--- config.mk ---
export PLATFORM = sky130hd
export DESIGN_NAME = rgb_led_pixel_bit_encoder
export DESIGN_NICKNAME = d
export VERILOG_FILES = /design/src/hw/rtl/rpbe_pkg.sv /design/src/hw/rtl/rpbe_front.sv /design/src/hw/rtl/rpbe_scale.sv /design/src/hw/rtl/rpbe_queue.sv /design/src/hw/rtl/rpbe_back.sv /design/src/hw/rtl/rgb_led_pixel_bit_encoder.sv
export SDC_FILE = /design/constraint.sdc
export NUM_CORES = 1
export LEC_CHECK = 0
export CORE_MARGIN = 4
export CORE_UTILIZATION = 30
export CTS_CLUSTER_DIAMETER = 200
export CTS_CLUSTER_SIZE = 10
export DETAILED_ROUTE_END_ITERATION = 8
export DONT_BUFFER_PORTS = 1
export SYNTH_ARGS = -nofsm -noshare
export SYNTH_HDL_FRONTEND = slang
export SYNTH_SLANG_ARGS = --single-unit
export TNS_END_PERCENT = 20
--- constraint.sdc ---
create_clock -name clk -period 8.9 [get_ports clk]
set_input_delay 0.89 -clock clk [delete_from_list [all_inputs] [get_ports clk]]
set_output_delay 0.89 -clock clk [all_outputs]
set_load 0.02 [all_outputs]
--- src/hw/rtl/rpbe_pkg.sv ---
`timescale 1ns / 1ps
// ----------------------------------------------------------------------------
// rpbe_pkg
// Shared constants, codes, types and the gamma table of the LED pixel encoder.
// ----------------------------------------------------------------------------
package rpbe_pkg;

  localparam int SCALE_RESOLUTION_DEF = 256;
  localparam int BITS_PER_PIXEL       = 24;
  localparam int QUEUE_DEPTH          = 2;

  localparam logic [2:0] OP_BYTES         = 3'd0;
  localparam logic [2:0] OP_RGB565        = 3'd1;
  localparam logic [2:0] OP_RGB888        = 3'd2;
  localparam logic [2:0] OP_BYTES_BRIGHT  = 3'd3;
  localparam logic [2:0] OP_RGB565_BRIGHT = 3'd4;
  localparam logic [2:0] OP_RGB888_BRIGHT = 3'd5;

  localparam logic [1:0] ORDER_RGB = 2'd0;
  localparam logic [1:0] ORDER_BGR = 2'd1;
  localparam logic [1:0] ORDER_GRB = 2'd2;

  localparam logic [1:0] REG_CHANNEL_ORDER    = 2'd0;
  localparam logic [1:0] REG_GAMMA_ENABLE     = 2'd1;
  localparam logic [1:0] REG_ZERO_PULSE_WIDTH = 2'd2;
  localparam logic [1:0] REG_ONE_PULSE_WIDTH  = 2'd3;

  typedef struct packed {
    logic [7:0] s0;
    logic [7:0] s1;
    logic [7:0] s2;
    logic [7:0] bright;
    logic [7:0] peak;
  } pixel_t;

  localparam logic [7:0] GAMMA_LUT [256] = '{
    8'd0,8'd0,8'd0,8'd0,8'd0,8'd0,8'd0,8'd0,8'd0,8'd0,8'd0,8'd0,8'd0,8'd0,8'd0,8'd0,
    8'd0,8'd0,8'd0,8'd0,8'd0,8'd0,8'd1,8'd1,8'd1,8'd1,8'd1,8'd1,8'd1,8'd2,8'd2,8'd2,
    8'd2,8'd2,8'd2,8'd3,8'd3,8'd3,8'd3,8'd3,8'd4,8'd4,8'd4,8'd4,8'd5,8'd5,8'd5,8'd5,
    8'd6,8'd6,8'd6,8'd7,8'd7,8'd7,8'd8,8'd8,8'd8,8'd9,8'd9,8'd9,8'd10,8'd10,8'd11,8'd11,
    8'd11,8'd12,8'd12,8'd13,8'd13,8'd13,8'd14,8'd14,8'd15,8'd15,8'd16,8'd16,8'd17,8'd17,
    8'd18,8'd18,8'd19,8'd19,8'd20,8'd21,8'd21,8'd22,8'd22,8'd23,8'd23,8'd24,8'd25,8'd25,
    8'd26,8'd27,8'd27,8'd28,
    8'd29,8'd29,8'd30,8'd31,8'd31,8'd32,8'd33,8'd34,8'd34,8'd35,8'd36,8'd37,8'd37,8'd38,
    8'd39,8'd40,8'd40,8'd41,8'd42,8'd43,8'd44,8'd45,8'd46,8'd46,8'd47,8'd48,8'd49,8'd50,
    8'd51,8'd52,8'd53,8'd54,
    8'd55,8'd56,8'd57,8'd58,8'd59,8'd60,8'd61,8'd62,8'd63,8'd64,8'd65,8'd66,8'd67,8'd68,
    8'd69,8'd70,8'd71,8'd72,8'd73,8'd74,8'd76,8'd77,8'd78,8'd79,8'd80,8'd81,8'd83,8'd84,
    8'd85,8'd86,8'd88,8'd89,
    8'd90,8'd91,8'd93,8'd94,8'd95,8'd96,8'd98,8'd99,8'd100,8'd102,8'd103,8'd104,8'd106,
    8'd107,8'd109,8'd110,8'd111,8'd113,8'd114,8'd116,8'd117,8'd119,8'd120,8'd121,8'd123,
    8'd124,8'd126,8'd128,8'd129,8'd131,8'd132,8'd134,
    8'd135,8'd137,8'd138,8'd140,8'd142,8'd143,8'd145,8'd146,8'd148,8'd150,8'd151,8'd153,
    8'd155,8'd157,8'd158,8'd160,8'd162,8'd163,8'd165,8'd167,8'd169,8'd170,8'd172,8'd174,
    8'd176,8'd178,8'd179,8'd181,8'd183,8'd185,8'd187,8'd189,
    8'd191,8'd193,8'd194,8'd196,8'd198,8'd200,8'd202,8'd204,8'd206,8'd208,8'd210,8'd212,
    8'd214,8'd216,8'd218,8'd220,8'd222,8'd224,8'd227,8'd229,8'd231,8'd233,8'd235,8'd237,
    8'd239,8'd241,8'd244,8'd246,8'd248,8'd250,8'd252,8'd255
  };

  function automatic logic [7:0] max3(input logic [7:0] a, input logic [7:0] b,
                                      input logic [7:0] c);
    logic [7:0] ab;
    ab = (a > b) ? a : b;
    return (ab > c) ? ab : c;
  endfunction

endpackage

--- src/hw/rtl/rpbe_front.sv ---
`timescale 1ns / 1ps
// ----------------------------------------------------------------------------
// rpbe_front
// Input stage: unpacks the color format, picks brightness, applies gamma and
// wire order, and holds one classified pixel for the scaling unit.
// ----------------------------------------------------------------------------
module rpbe_front import rpbe_pkg::*; (
  input  logic        clk,
  input  logic        rst,
  input  logic        push,
  output logic        full,
  input  logic [2:0]  opcode,
  input  logic [7:0]  red,
  input  logic [7:0]  green,
  input  logic [7:0]  blue,
  input  logic [23:0] color_word,
  input  logic [7:0]  brightness,
  input  logic [1:0]  channel_order,
  input  logic        gamma_enable,
  output logic        pix_valid,
  output pixel_t      pix,
  input  logic        pix_take
);

  logic       op_ok;
  logic       accept;
  logic [7:0] r, g, b;
  logic [7:0] gr, gg, gb;
  pixel_t     pix_next;

  always_comb begin
    op_ok = 1'b1;
    r = red;
    g = green;
    b = blue;
    unique case (opcode) inside
      OP_BYTES, OP_BYTES_BRIGHT: begin
        r = red;
        g = green;
        b = blue;
      end
      OP_RGB565, OP_RGB565_BRIGHT: begin
        r = {color_word[15:11], 3'b000};
        g = {color_word[10:5], 2'b00};
        b = {color_word[4:0], 3'b000};
      end
      OP_RGB888, OP_RGB888_BRIGHT: begin
        r = color_word[23:16];
        g = color_word[15:8];
        b = color_word[7:0];
      end
      default: op_ok = 1'b0;
    endcase

    pix_next.bright = (opcode >= OP_BYTES_BRIGHT) ? brightness : max3(r, g, b);

    gr = gamma_enable ? GAMMA_LUT[r] : r;
    gg = gamma_enable ? GAMMA_LUT[g] : g;
    gb = gamma_enable ? GAMMA_LUT[b] : b;

    unique case (channel_order)
      ORDER_RGB: begin
        pix_next.s0 = gr;
        pix_next.s1 = gg;
        pix_next.s2 = gb;
      end
      ORDER_BGR: begin
        pix_next.s0 = gb;
        pix_next.s1 = gg;
        pix_next.s2 = gr;
      end
      default: begin
        pix_next.s0 = gg;
        pix_next.s1 = gr;
        pix_next.s2 = gb;
      end
    endcase

    pix_next.peak = max3(pix_next.s0, pix_next.s1, pix_next.s2);
  end

  assign full   = pix_valid && !pix_take;
  assign accept = push && !full;

  // drop unused opcodes at the transfer
  always_ff @(posedge clk) begin
    if (rst) begin
      pix_valid <= 1'b0;
    end else begin
      pix_valid <= (accept && op_ok) || (pix_valid && !pix_take);
      if (accept && op_ok) begin
        pix <= pix_next;
      end
    end
  end

endmodule

--- src/hw/rtl/rpbe_scale.sv ---
`timescale 1ns / 1ps
// ----------------------------------------------------------------------------
// rpbe_scale
// Scaling unit: radix-2 divider for the brightness scale, then one channel
// multiply and reciprocal-multiply per cycle to form the 24-bit color word.
// ----------------------------------------------------------------------------
module rpbe_scale import rpbe_pkg::*; #(
  parameter int SCALE_RESOLUTION = SCALE_RESOLUTION_DEF
) (
  input  logic                      clk,
  input  logic                      rst,
  input  logic                      pix_valid,
  input  pixel_t                    pix,
  output logic                      pix_take,
  output logic                      word_valid,
  output logic [BITS_PER_PIXEL-1:0] word,
  input  logic                      word_ready
);

  localparam int NUM_W   = $clog2(SCALE_RESOLUTION * 255 + 1);
  localparam int CNT_W   = $clog2(NUM_W);
  localparam int PROD_W  = 24;
  localparam int SHIFT   = PROD_W + $clog2(SCALE_RESOLUTION);
  localparam int RECIP_W = PROD_W + 1;
  localparam int RP_W    = PROD_W + RECIP_W;
  localparam logic [63:0] RECIP =
    ((64'd1 << SHIFT) + 64'(SCALE_RESOLUTION) - 64'd1) / 64'(SCALE_RESOLUTION);

  typedef enum logic [1:0] {S_IDLE, S_DIV, S_MUL, S_DONE} state_t;

  state_t            state;
  pixel_t            s_hold;
  logic [7:0]        rem;
  logic [NUM_W-1:0]  quo;
  logic [CNT_W-1:0]  cnt;
  logic [1:0]        k;
  logic [PROD_W-1:0] prod;

  logic [8:0]        trial;
  logic [8:0]        diff;
  logic              ge;
  logic [7:0]        rem_next;
  logic [NUM_W-1:0]  quo_next;
  logic              sat;
  logic [15:0]       scale;
  logic [7:0]        chan;
  logic [PROD_W-1:0] mul;
  logic [RP_W-1:0]   rp;
  logic [RP_W-1:0]   rq;
  logic [7:0]        c;

  always_comb begin
    trial    = {rem, quo[NUM_W-1]};
    diff     = trial - {1'b0, s_hold.peak};
    ge       = (trial >= {1'b0, s_hold.peak});
    rem_next = ge ? diff[7:0] : trial[7:0];
    quo_next = {quo[NUM_W-2:0], ge};

    sat   = (quo > NUM_W'(16'hFFFF));
    scale = sat ? 16'hFFFF : 16'(quo);

    case (k)
      2'd0:    chan = s_hold.s0;
      2'd1:    chan = s_hold.s1;
      default: chan = s_hold.s2;
    endcase
    mul = {16'd0, chan} * {8'd0, scale};

    rp = RP_W'(prod) * RP_W'(RECIP[RECIP_W-1:0]);
    rq = rp >> SHIFT;
    c  = (rq > RP_W'(255)) ? 8'hFF : rq[7:0];
  end

  assign pix_take   = (state == S_IDLE) && pix_valid;
  assign word_valid = (state == S_DONE);

  always_ff @(posedge clk) begin
    if (rst) begin
      state <= S_IDLE;
    end else begin
      unique case (state)
        S_IDLE: begin
          if (pix_valid) begin
            s_hold <= pix;
            rem    <= 8'd0;
            quo    <= NUM_W'(32'(SCALE_RESOLUTION) * {24'd0, pix.bright});
            cnt    <= '0;
            k      <= 2'd0;
            word   <= '0;
            state  <= (pix.bright == 8'd0 || pix.peak == 8'd0) ? S_DONE : S_DIV;
          end
        end
        S_DIV: begin
          rem <= rem_next;
          quo <= quo_next;
          cnt <= cnt + 1'b1;
          if (cnt == CNT_W'(NUM_W - 1)) begin
            state <= S_MUL;
          end
        end
        S_MUL: begin
          if (k != 2'd3) begin
            prod <= mul;
          end
          if (k != 2'd0) begin
            word <= {word[BITS_PER_PIXEL-9:0], c};
          end
          k <= k + 1'b1;
          if (k == 2'd3) begin
            state <= S_DONE;
          end
        end
        S_DONE: begin
          if (word_ready) begin
            state <= S_IDLE;
          end
        end
        default: state <= S_IDLE;
      endcase
    end
  end

endmodule

--- src/hw/rtl/rpbe_queue.sv ---
`timescale 1ns / 1ps
// ----------------------------------------------------------------------------
// rpbe_queue
// Small queue of color words between the scaling unit and the serializer.
// ----------------------------------------------------------------------------
module rpbe_queue import rpbe_pkg::*; #(
  parameter int DEPTH = QUEUE_DEPTH,
  parameter int WIDTH = BITS_PER_PIXEL
) (
  input  logic             clk,
  input  logic             rst,
  input  logic             wr_valid,
  input  logic [WIDTH-1:0] wr_data,
  output logic             wr_ready,
  output logic             rd_valid,
  output logic [WIDTH-1:0] rd_data,
  input  logic             rd_ready
);

  localparam int PTR_W = $clog2(DEPTH);
  localparam int CNT_W = $clog2(DEPTH + 1);

  logic [WIDTH-1:0] mem [DEPTH];
  logic [PTR_W-1:0] wr_ptr;
  logic [PTR_W-1:0] rd_ptr;
  logic [CNT_W-1:0] count;
  logic             wr_en;
  logic             rd_en;

  assign wr_ready = (count != CNT_W'(DEPTH));
  assign rd_valid = (count != '0);
  assign wr_en    = wr_valid && wr_ready;
  assign rd_en    = rd_valid && rd_ready;
  assign rd_data  = mem[rd_ptr];

  always_ff @(posedge clk) begin
    if (wr_en) begin
      mem[wr_ptr] <= wr_data;
    end
  end

  always_ff @(posedge clk) begin
    if (rst) begin
      wr_ptr <= '0;
      rd_ptr <= '0;
      count  <= '0;
    end else begin
      if (wr_en) begin
        wr_ptr <= (wr_ptr == PTR_W'(DEPTH - 1)) ? '0 : wr_ptr + 1'b1;
      end
      if (rd_en) begin
        rd_ptr <= (rd_ptr == PTR_W'(DEPTH - 1)) ? '0 : rd_ptr + 1'b1;
      end
      if (wr_en && !rd_en) begin
        count <= count + 1'b1;
      end else if (rd_en && !wr_en) begin
        count <= count - 1'b1;
      end
    end
  end

endmodule

--- src/hw/rtl/rpbe_back.sv ---
`timescale 1ns / 1ps
// ----------------------------------------------------------------------------
// rpbe_back
// Serializer: shifts one color word out as 24 pulse widths, MSB first.
// ----------------------------------------------------------------------------
module rpbe_back import rpbe_pkg::*; (
  input  logic                      clk,
  input  logic                      rst,
  input  logic                      word_valid,
  input  logic [BITS_PER_PIXEL-1:0] word,
  output logic                      word_pop,
  input  logic [15:0]               zero_pw,
  input  logic [15:0]               one_pw,
  output logic                      empty,
  input  logic                      pop,
  output logic [15:0]               pulse_width,
  output logic                      last_bit
);

  localparam int IDX_W = $clog2(BITS_PER_PIXEL);

  logic                      busy;
  logic [BITS_PER_PIXEL-1:0] shreg;
  logic [IDX_W-1:0]          idx;
  logic                      xfer;
  logic                      at_last;

  assign xfer        = pop && busy;
  assign at_last     = (idx == IDX_W'(BITS_PER_PIXEL - 1));
  assign word_pop    = word_valid && (!busy || (xfer && at_last));
  assign empty       = !busy;
  assign last_bit    = at_last;
  assign pulse_width = shreg[BITS_PER_PIXEL-1] ? one_pw : zero_pw;

  always_ff @(posedge clk) begin
    if (rst) begin
      busy <= 1'b0;
    end else if (word_pop) begin
      busy  <= 1'b1;
      shreg <= word;
      idx   <= '0;
    end else if (xfer) begin
      if (at_last) begin
        busy <= 1'b0;
      end else begin
        shreg <= shreg << 1;
        idx   <= idx + 1'b1;
      end
    end
  end

endmodule

--- src/hw/rtl/rgb_led_pixel_bit_encoder.sv ---
`timescale 1ns / 1ps
// ----------------------------------------------------------------------------
// rgb_led_pixel_bit_encoder
// Path: the front stage holds a pixel, the one-bit-per-cycle scale divider
//   forms a NUM_W-bit quotient, NUM_W = clog2(255 * SCALE_RESOLUTION + 1)
//   (16 at the default); the word is then scaled, queued and serialized.
// Overlap: stages work on different pixels at once; the serializer sends one
//   line bit per cycle while pop is held, which bounds the default rate.
// Reset: synchronous rst empties all stages and restores register defaults.
// ----------------------------------------------------------------------------
module rgb_led_pixel_bit_encoder import rpbe_pkg::*; #(
  parameter int SCALE_RESOLUTION = SCALE_RESOLUTION_DEF
) (
  input  logic        clk,
  input  logic        rst,
  input  logic        push,
  output logic        full,
  input  logic [2:0]  opcode,
  input  logic [7:0]  red,
  input  logic [7:0]  green,
  input  logic [7:0]  blue,
  input  logic [23:0] color_word,
  input  logic [7:0]  brightness,
  output logic        empty,
  input  logic        pop,
  output logic [15:0] pulse_width,
  output logic        last_bit,
  input  logic        psel,
  input  logic        penable,
  input  logic        pwrite,
  input  logic [3:0]  paddr,
  input  logic [31:0] pwdata,
  output logic [31:0] prdata,
  output logic        pready
);

  logic [1:0]  channel_order;
  logic        gamma_enable;
  logic [15:0] zero_pulse_width;
  logic [15:0] one_pulse_width;
  logic        cfg_wr;

  logic                      pix_valid;
  pixel_t                    pix;
  logic                      pix_take;
  logic                      sc_valid;
  logic [BITS_PER_PIXEL-1:0] sc_word;
  logic                      sc_ready;
  logic                      q_valid;
  logic [BITS_PER_PIXEL-1:0] q_word;
  logic                      q_pop;

  assign pready = 1'b1;
  assign cfg_wr = psel && penable && pwrite && pready;

  always_ff @(posedge clk) begin
    if (rst) begin
      channel_order    <= ORDER_GRB;
      gamma_enable     <= 1'b0;
      zero_pulse_width <= 16'd0;
      one_pulse_width  <= 16'd0;
    end else if (cfg_wr) begin
      unique case (paddr[3:2])
        REG_CHANNEL_ORDER:    channel_order    <= pwdata[1:0];
        REG_GAMMA_ENABLE:     gamma_enable     <= pwdata[0];
        REG_ZERO_PULSE_WIDTH: zero_pulse_width <= pwdata[15:0];
        REG_ONE_PULSE_WIDTH:  one_pulse_width  <= pwdata[15:0];
        default: ;
      endcase
    end
  end

  always_comb begin
    unique case (paddr[3:2])
      REG_CHANNEL_ORDER:    prdata = {30'd0, channel_order};
      REG_GAMMA_ENABLE:     prdata = {31'd0, gamma_enable};
      REG_ZERO_PULSE_WIDTH: prdata = {16'd0, zero_pulse_width};
      REG_ONE_PULSE_WIDTH:  prdata = {16'd0, one_pulse_width};
      default:              prdata = 32'd0;
    endcase
  end

  rpbe_front u_front (
    .clk           (clk),
    .rst           (rst),
    .push          (push),
    .full          (full),
    .opcode        (opcode),
    .red           (red),
    .green         (green),
    .blue          (blue),
    .color_word    (color_word),
    .brightness    (brightness),
    .channel_order (channel_order),
    .gamma_enable  (gamma_enable),
    .pix_valid     (pix_valid),
    .pix           (pix),
    .pix_take      (pix_take)
  );

  rpbe_scale #(
    .SCALE_RESOLUTION (SCALE_RESOLUTION)
  ) u_scale (
    .clk        (clk),
    .rst        (rst),
    .pix_valid  (pix_valid),
    .pix        (pix),
    .pix_take   (pix_take),
    .word_valid (sc_valid),
    .word       (sc_word),
    .word_ready (sc_ready)
  );

  rpbe_queue #(
    .DEPTH (QUEUE_DEPTH),
    .WIDTH (BITS_PER_PIXEL)
  ) u_queue (
    .clk      (clk),
    .rst      (rst),
    .wr_valid (sc_valid),
    .wr_data  (sc_word),
    .wr_ready (sc_ready),
    .rd_valid (q_valid),
    .rd_data  (q_word),
    .rd_ready (q_pop)
  );

  rpbe_back u_back (
    .clk         (clk),
    .rst         (rst),
    .word_valid  (q_valid),
    .word        (q_word),
    .word_pop    (q_pop),
    .zero_pw     (zero_pulse_width),
    .one_pw      (one_pulse_width),
    .empty       (empty),
    .pop         (pop),
    .pulse_width (pulse_width),
    .last_bit    (last_bit)
  );

  a_bits_contiguous: assert property (@(posedge clk) disable iff (rst)
    (pop && !empty && !last_bit) |=> !empty)
    else $error("pixel bit stream broke before its last bit");

  a_width_is_configured: assert property (@(posedge clk) disable iff (rst)
    !empty |-> (pulse_width == zero_pulse_width || pulse_width == one_pulse_width))
    else $error("pulse width is neither configured value");

  a_pop_needs_word: assert property (@(posedge clk) disable iff (rst)
    q_pop |-> q_valid)
    else $error("serializer loaded from an empty queue");

endmodule
## Yosys cells after proc, flatten, opt, wreduce, memory -nomap -nowiden

Memory sizes are Yosys's and may differ from the RTL's. A register that Yosys moved wholly into a read port is not among the register bits.
Index checks and enable logic that the tools add are counted.
W data, S select, Z words.

- Register bits: 222
- Memories: 4
- RAM bits: 48
- ROM bits: 6,144
- Word-level logic and storage cells: 188
- Input bits: 102

- Multiplexer cells: 58
- Order comparisons: 11
- Multiply operators: 1
- Bitwise operators: 4
- Add/sub/neg operators: 8
- Reductions and logical operators: 51
- Equal/unequal tests: 24

Memories:

| memory | words | bits a word | read ports | clocked after memory_dff | wr ports | line | RTL |
|---|---|---|---|---|---|---|---|
| (name not given) | 256 | 8 | 1 | 0 | 0 | rpbe_front.sv:57 | `gr = gamma_enable ? GAMMA_LUT[r] : r;` |
| (name not given) | 256 | 8 | 1 | 0 | 0 | rpbe_front.sv:58 | `gg = gamma_enable ? GAMMA_LUT[g] : g;` |
| (name not given) | 256 | 8 | 1 | 0 | 0 | rpbe_front.sv:59 | `gb = gamma_enable ? GAMMA_LUT[b] : b;` |
| u_queue.mem | 2 | 24 | 1 | 1 | 1 | rpbe_queue.sv:23 | `logic [WIDTH-1:0] mem [DEPTH];` |

Operators by type and width:

| cell | count |
|---|---|
| $mux W8 | 17 |
| $pmux W32 S4 | 1 |
| $mux W24 | 5 |
| $pmux W24 S2 | 2 |
| $pmux W8 S2 | 5 |
| $mux W16 | 3 |
| $gt A8 B8 Y1 | 4 |
| $pmux W16 S2 | 1 |
| $ge A9 B9 Y1 const B | 3 |
| $not A8 Y9 | 3 |
| $mul A8 B16 Y24 | 1 |
| $gt A16 B16 Y1 const B | 1 |
| $gt A16 B8 Y1 const B | 1 |
| $logic_not A8 Y1 | 2 |
| $mux W2 | 8 |
| $reduce_and A3 Y1 | 5 |
| $reduce_bool A2 Y1 | 7 |
| $logic_and A1 B1 Y1 | 13 |
| $reduce_and A2 Y1 | 6 |
| $eq A2 B2 Y1 const B | 5 |
| $mux W1 | 10 |
| $mux W5 | 2 |
| $ne A2 B2 Y1 const B | 5 |
| $ge A9 B8 Y1 | 1 |
| other kinds (26) | 46 |

## Depth between registers and ports, before layout

Gate-level depths: netlist of run 1.

- Depth in word-level cells: 13
- Depth in mapped cells: 44

## Cells and area by module

A second synthesis of run 1 with hierarchy kept.

- Cells, all modules: 2,439
- Area, all modules: 23,164.7 µm²

By module, submodules not included:

| module | area an instance (µm²) | cells each | instances |
|---|---|---|---|
| rpbe_front | 9,242.6 | 1,256 | 1 |
| rpbe_scale | 8,521.9 | 795 | 1 |
| rpbe_queue | 1,949.4 | 99 | 1 |
| rgb_led_pixel_bit_encoder | 1,916.8 | 192 | 1 |
| rpbe_back | 1,534.0 | 97 | 1 |

## Worst setup path before layout of run 1

No wires, ideal clock.

- Path kind: input -> register
- Start point: input port opcode[1]
- End point: register u_front.pix[4] (netlist name)
- Cell stages on the path: 40
- Arrival time: 7.671 ns
- Setup slack: 0.964 ns
- Setup time: 0.265 ns
- Cells stage by stage: buf_2 buf_6 buf_2 mux2_2 a221oi_2 buf_2 ha_1 clkbuf_1 inv_1 o21a_1 a21oi_1 o221ai_1 or3_1 a32oi_1 o21ai_1 a21oi_1 a21oi_1 ha_1 (+4 left out) a21oi_1 a211oi_1 nor2_1 clkbuf_1 nor2_1 o32ai_1 a21oi_1 ha_1 nor2b_1 o21a_1 o21ai_0 nand2b_1 a21oi_1 o21ai_0 o21ai_1 nor2_1 a21boi_0 or3_1

RTL lines:

| what | line | RTL |
|---|---|---|
| start: declaration | rgb_led_pixel_bit_encoder.sv:18 | `input logic [2:0] opcode,` |

==> impl_metrics.py, run 1 <==
metrics = {
    "run_status": {
        "result_of_the_run": "complete, no violations",
    },
    "flow_run": {
        "timing.max_cap.violations": 0,
    },
    "synthesis": {
        "yosys_warnings": 0,
        "synthDominantAreaCellType": "sky130_fd_sc_hd__edfxtp_1",
        "synth.ff_latch_count": 263,
        "synth.area.top_cells": "sky130_fd_sc_hd__edfxtp_1, sky130_fd_sc_hd__fa_1, sky130_fd_sc_hd__ha_1",
        "mux_share_of_post_synthesis_cell_area": 0.07016,
        "postSynth.topFlopCell": "sky130_fd_sc_hd__edfxtp_1",
        "yosys.area_share.xor_xnor": 0.01374,
        "synth_adder_area_share": 0.1414,
        "synth_enable_flop_cells": 219,
        "synth.yosys.seq_area_share": 0.3249,
        "synth_top_family_by_area": "compound AO/OA/AOI/OAI gates",
        "post_synth_num_cell_types": 121,
        "postSynthCellCount": 2470,
        "synthArstFlopShare": 0,
        "synth-compound-area-share": 0.2084,
        "synth_area_per_cell_um2": 9.292,
        "synth.top_cell.area_share": 0.2865,
        "total_standard_cell_area_after_synthesis_mm2": 0.02295,
        "post_synth_and_or_nand_nor_area_fraction": 0.1628,
    },
    "clock_tree": {
        "ctsRootBufferMaster": "sky130_fd_sc_hd__clkbuf_16",
        "cts_max_path_buffers": 3,
        "cts_hold_buf": 0,
        "clkSlewWorstSetupHoldPaths_ps": 60,
        "cts.repair.resized": 0,
        "clkSinkCount": 263,
        "clock_tree.htree_level_count": 1,
        "post_cts.repair.setup_buffers": 0,
        "tritoncts": "built",
        "worst_skew_pair.late_latency_ps": 550,
        "tritoncts.num_buffers": 30,
    },
    "final_layout": {
        "final_cell_mix": "sky130_fd_sc_hd__nand2_1, sky130_fd_sc_hd__edfxtp_1, sky130_fd_sc_hd__a21oi_1",
        "fill_cells": 7897,
        "fin_nets": 2699,
        "layout.core_utilization": 0.3230,
        "flow.area_growth_from_synthesis_pct": 6.705,
        "final_common_cell": "sky130_fd_sc_hd__nand2_1",
        "proportion_of_layout_cells_with_a_drive_suffix_above_1": 0.1016,
    },
    "placement": {
        "hpwl_um": 46150,
        "place_congestion": 0.9473,
        "placement.io_buffers": 0,
    },
    "critical_path": {
        "critPathMaxFanout": 58,
        "critPathArrivalTime_ps": 7990,
        "ff2ff_path_depth": 20,
        "crit_top_cell": "sky130_fd_sc_hd__a21oi_1",
        "critical_path.endpoint_type": "flop",
        "critical_path_class": "in -> reg",
        "slowest_delay_ps": 440,
        "worst-endpoint-required_ps": 9190,
        "start_kind": "input pin",
        "critPathSlowestCell": "sky130_fd_sc_hd__o31ai_1",
    },
    "floorplanning": {
        "start_util": 0.3027,
        "design.core.area_mm2": 0.07582,
        "dieWidth_um": 284.6,
        "ioPinCount": 154,
        "die_h_um": 284.6,
        "placement_rows": 101,
        "dieArea_mm2": 0.08099,
    },
    "pwr": {
        "p_per_area_mw_per_mm2": 243.7,
        "power_leakage_nw": 9.373,
        "vdd.ir_drop.worst_mv": 0.1856,
    },
    "global_route": {
        "initial_antenna_violation_count": 3,
        "grt_start_max_net_pins": 64,
        "global_route.overflow_total": 0,
        "groute.usage.overall": 0.1510,
        "grt_pass1_vias": 17650,
        "first_pass_grt_wire_length_um": 101400,
    },
    "routing": {
        "detailedRoute.firstPassIterationCount": 6,
        "routed_via_density": 5.513,
        "count_of_unresolved_drc_violations_after_routing": 0,
        "antenna_left": 0,
        "drt-initial-drc-count": 1717,
        "routed_wl_um": 64040,
        "via_count": 18700,
        "routed_wire_length_per_instance_um": 18.88,
    },
    "timing": {
        "grt_setup_unrepaired": "false",
        "fin_crit_sh": 0.8651,
        "period_needed_ps": 7699,
        "final_hold_vios": 0,
        "fmax_mhz": 129.9,
        "report.final.slew_viol_count": 0,
        "slew_headroom": 0.2802,
        "worst_pin_slew_ps": 1080,
        "setup-tns-final_ps": 0,
        "final.setup_skew_ps": 12.96,
        "timing.final.setup_violations": 0,
    },
    "worst_hold_path": {
        "timing.hold.worst_path_depth": 0,
        "hold_class": "reg -> reg",
    },
}
worst max-delay path: cells and delay by family:
| kind | cells | cell delay (ps) |
|---|---|---|
| AOI/OAI and AO/OA | 21 | 4170 |
| and+or+nand+nor | 6 | 1250 |
| adders and majority gates | 3 | 960 |
| buffers and inverters | 2 | 340 |
| muxes | 1 | 330 |
cells by family (layout without fill, tap and decap cells):
group | Yosys count | count (layout)
muxes | 151 | 151
AOI/OAI and AO/OA | 668 | 668
and+or+nand+nor | 775 | 775
other | 2 | 19
xor gates and xnor gates | 36 | 36
DFF | 263 | 263
buffers and inverters | 366 | 293
adders and majority gates | 209 | 209
path summary, 6_finish.rpt:
check / from / endpoint / slack [ps]
min reg2reg: u_front.pix[16]$_DFFE_PP_ / u_scale.s_hold[16]$_DFFE_PP_ / 410
min: u_front.pix[16]$_DFFE_PP_ / u_scale.s_hold[16]$_DFFE_PP_ / 410
max: opcode[0] / u_front.pix[4]$_DFFE_PP_ / 1200
max reg2reg: u_scale.k[0]$_SDFFCE_PN0P_ / u_scale.prod[22]$_DFFE_PP_ / 2120
per-layer routing:
metal  part of all wire  vias up  global-route usage
li1                   -     8793                   -
met1               0.45     9022              0.2124
met2               0.46      754              0.2432
met3              0.067      128             0.02422
met4              0.025        2             0.03612
met5            0.00014        -                   0
metrics by stage:
| stage | cells | power [mW] | instance area (um^2) | hold slack (ps) | setup slack [ps] |
|---|---|---|---|---|---|
| after floorplan | 2485 | 4.211 | 23010 | 400.3 | 964.0 |
| after global placement | 3334 | 4.899 | 23620 | 403.3 | 740.0 |
| after detailed placement | 3334 | 4.910 | 23620 | 404.5 | 756.2 |
| after CTS | 3390 | 6.045 | 24480 | 381.8 | 1331 |
| after global routing | 3390 | 6.483 | 24480 | 393.9 | 671.2 |
| final | 3392 | 5.969 | 24490 | 413.4 | 1201 |
power by group:
group	switching (mW)	internal, mW	leakage [nW]
combinational	1.82	1.30	6.59
sequential	0.0880	1.66	2.37
clock	0.467	0.633	0.409
registers in the layout (all words and copies together), names as in the netlist, 2 cells and up, named ones only:
| name | flops |
|---|---|
| u_queue.mem | 48 |
| u_front.pix | 40 |
| u_scale.s_hold | 32 |
| u_back.shreg | 24 |
| u_scale.word | 24 |
| one_pulse_width | 16 |
| u_scale.prod | 16 |
| u_scale.quo | 16 |
| zero_pulse_width | 16 |
| u_scale.rem | 8 |
| u_back.idx | 5 |
| u_scale.cnt | 4 |
| channel_order | 2 |
| u_queue.count | 2 |
| u_scale.k | 2 |
| u_scale.state | 2 |
cell type report:
class / instances / area, um^2 / area share
clock buffers: 54 / 840.8 / 0.03433
repair buffers: 68 / 510.5 / 0.02085
flip-flops and latches: 263 / 7457 / 0.3045
clock inverters: 2 / 25.02 / 0.001022
diodes: 2 / 5.005 / 0.0002044
inverters: 169 / 635.6 / 0.02595
well taps: 978 / 1224 / 0.04997
multi-input cells: 1856 / 13790 / 0.5632
Yosys cell counts (13+ instances only):
master and number:
sky130_fd_sc_hd__nand2_1 283, sky130_fd_sc_hd__edfxtp_1 219, sky130_fd_sc_hd__a21oi_1 160, sky130_fd_sc_hd__nor2_1 149
sky130_fd_sc_hd__inv_1 144, sky130_fd_sc_hd__ha_1 125, sky130_fd_sc_hd__o21ai_0 98, sky130_fd_sc_hd__mux2i_1 96
sky130_fd_sc_hd__and2_1 86, sky130_fd_sc_hd__fa_1 84, sky130_fd_sc_hd__clkbuf_1 71, sky130_fd_sc_hd__nand3_1 61
sky130_fd_sc_hd__buf_2 52, sky130_fd_sc_hd__nor3_1 49, sky130_fd_sc_hd__o211ai_1 48, sky130_fd_sc_hd__mux2_2 47
sky130_fd_sc_hd__dfxtp_1 44, sky130_fd_sc_hd__nor2b_1 37, sky130_fd_sc_hd__a211oi_1 32, sky130_fd_sc_hd__buf_4 32
sky130_fd_sc_hd__o21a_1 30, sky130_fd_sc_hd__a21o_1 27, sky130_fd_sc_hd__buf_6 27, sky130_fd_sc_hd__xnor2_1 23
sky130_fd_sc_hd__inv_2 21, sky130_fd_sc_hd__nor4_1 20, sky130_fd_sc_hd__a31oi_1 19, sky130_fd_sc_hd__and3_1 18
sky130_fd_sc_hd__o31ai_1 17, sky130_fd_sc_hd__o22ai_1 15, sky130_fd_sc_hd__a311oi_1 13, sky130_fd_sc_hd__buf_1 13
sky130_fd_sc_hd__xor2_1 13
Note: power is estimated with default switching activity, not from simulation.
==> run 2: changes to the inputs <==
BUFFER_PORTS_ARGS = -buffer_cell sky130_fd_sc_hd__buf_2   (was not set)
DONT_BUFFER_PORTS = not set   (was 1)
==> run 2 against run 1 <==
Clock power hardly changed. Clock-buffer cell count is 1 lower. Cell count is 4.4% higher. First-iteration DRC count is 8.8% higher. Via count is 2.8% higher. Largest cell class unchanged. Highest routed layer is now met4.
==> impl_metrics.py, run 2 (synthesis results as in run 1) <==
metrics = {
    "worst_hold_path": {
        "hold_class": "reg -> reg",
        "timing.hold.worst_path_depth": 0,
    },
    "floorplanning": {
        "dieWidth_um": 284.6,
        "dieArea_mm2": 0.08099,
        "ioPinCount": 154,
        "design.core.area_mm2": 0.07582,
        "die_h_um": 284.6,
        "start_util": 0.3027,
        "placement_rows": 101,
    },
    "clock_tree": {
        "tritoncts": "built",
        "cts_max_path_buffers": 3,
        "tritoncts.num_buffers": 30,
        "clkSlewWorstSetupHoldPaths_ps": 50,
        "clock_tree.htree_level_count": 1,
        "cts_hold_buf": 0,
        "post_cts.repair.setup_buffers": 0,
        "cts.repair.resized": 0,
        "clkSinkCount": 263,
        "worst_skew_pair.late_latency_ps": 570,
        "ctsRootBufferMaster": "sky130_fd_sc_hd__clkbuf_16",
    },
    "global_route": {
        "global_route.overflow_total": 0,
        "grt_pass1_vias": 18470,
        "grt_start_max_net_pins": 54,
        "groute.usage.overall": 0.1540,
        "initial_antenna_violation_count": 1,
        "first_pass_grt_wire_length_um": 103300,
    },
    "final_layout": {
        "largestRegisters": "u_queue.mem (48), u_front.pix (40), u_scale.s_hold (32)",
        "final_common_cell": "sky130_fd_sc_hd__nand2_1",
        "regMostFlops": "u_queue.mem",
        "finish.instance_area_mm2": 0.02536,
        "fin_nets": 2848,
        "flow.area_growth_from_synthesis_pct": 10.50,
        "proportion_of_layout_cells_with_a_drive_suffix_above_1": 0.1539,
        "largest_register_ffs": 48,
        "final_cell_mix": "sky130_fd_sc_hd__nand2_1, sky130_fd_sc_hd__edfxtp_1, sky130_fd_sc_hd__a21oi_1",
    },
    "routing": {
        "met1Wirelength_um": 29170,
        "count_of_unresolved_drc_violations_after_routing": 0,
        "drt-initial-drc-count": 1868,
        "detailroute.wirelength.met2_um": 29690,
        "routed_wl_um": 65150,
        "met3_length_um": 4380,
        "via_count": 19230,
        "antenna_left": 0,
        "topRoutingLayerUsed": "met4",
        "routed_wire_length_per_instance_um": 18.40,
        "routed_via_density": 5.431,
        "detailedRoute.firstPassIterationCount": 6,
    },
    "placement": {
        "place_congestion": 0.9405,
        "placed_instance_area_mm2": 0.02448,
        "placement.io_buffers": 118,
        "hpwl_um": 47670,
        "placement.setup.worst_slack_ps": 283.5,
    },
    "timing": {
        "timing.final.setup_violations": 0,
        "fin_crit_sh": 0.9221,
        "report.final.slew_viol_count": 0,
        "worst_pin_slew_ps": 1103,
        "slew_headroom": 0.2644,
        "setup-tns-final_ps": 0,
        "grt_setup_unrepaired": "false",
        "final.setup_skew_ps": 14.93,
        "finalWorstSetupSlack_ps": 693.3,
        "final_hold_vios": 0,
        "period_needed_ps": 8207,
        "fmax_mhz": 121.9,
    },
    "critical_path": {
        "worst-endpoint-required_ps": 9190,
        "critPathSlowestCell": "sky130_fd_sc_hd__or3_1",
        "critical_path_class": "in -> reg",
        "critPathArrivalTime_ps": 8500,
        "start_kind": "input pin",
        "slowest_delay_ps": 400,
        "crit_top_cell": "sky130_fd_sc_hd__a21oi_1",
        "timing.reg2reg.setup_slack_ps": 2170,
        "critPathMaxFanout": 42,
        "critical_path.endpoint_type": "flop",
        "ff2ff_path_depth": 21,
    },
    "pwr": {
        "p_per_area_mw_per_mm2": 238.0,
        "vdd.ir_drop.worst_mv": 0.1916,
        "power_leakage_nw": 10.06,
    },
    "flow_run": {
        "timing.max_cap.violations": 0,
    },
    "run_status": {
        "result_of_the_run": "complete, no violations",
    },
}
run 2: report_power, final:
| part | internal (mW) | switching [mW] |
|---|---|---|
| clock network | 0.634 | 0.475 |
| registers | 1.66 | 0.0883 |
| logic | 1.33 | 1.85 |
| total | 3.62 | 2.41 |
run 2: per-layer routing:
| layer | track usage | up-vias |
|---|---|---|
| li1 | - | 9088 |
| met1 | 0.2162 | 9264 |
| met2 | 0.2475 | 747 |
| met3 | 0.01989 | 128 |
| met4 | 0.04640 | 0 |
| met5 | 0 | - |
run 2: path summary, 6_finish.rpt:
| kind | from | end |
|---|---|---|
| max | opcode[0] | u_front.pix[4]$_DFFE_PP_ |
| min | u_front.pix[16]$_DFFE_PP_ | u_scale.s_hold[16]$_DFFE_PP_ |
| max reg2reg | u_scale.k[0]$_SDFFCE_PN0P_ | u_scale.prod[22]$_DFFE_PP_ |
| min reg2reg | u_front.pix[16]$_DFFE_PP_ | u_scale.s_hold[16]$_DFFE_PP_ |
run 2: stage by stage:
| step | utilization | total power [mW] | hold slack [ps] | instances |
|---|---|---|---|---|
| floorplan | - | 4.211 | 400.3 | 2485 |
| global placement | 0.3229 | 4.927 | 401.6 | 3483 |
| detailed placement | 0.3229 | 4.956 | 404.5 | 3483 |
| CTS | 0.3344 | 6.096 | 415.1 | 3538 |
| global route | 0.3344 | 6.580 | 420.1 | 3538 |
| finish | 0.3345 | 6.036 | 413.7 | 3540 |
run 2: final cells by class:
class | instances | area, um^2
Multi-Input combinational cell | 1856 | 13790
Antenna cell | 2 | 5.005
Tap cell | 978 | 1224
Timing Repair Buffer | 217 | 1371
Clock inverter | 2 | 38.79
Clock buffer | 53 | 837.1
Inverter | 169 | 635.6
Fill cell | 7817 | 50460
Sequential cell | 263 | 7457
run 2: critical path: cells and delay by family:
family	cells	cell delay, ps
compound gates	19	3700
simple gates	12	1770
buf+inv	4	1060
fa+ha+maj	3	1030
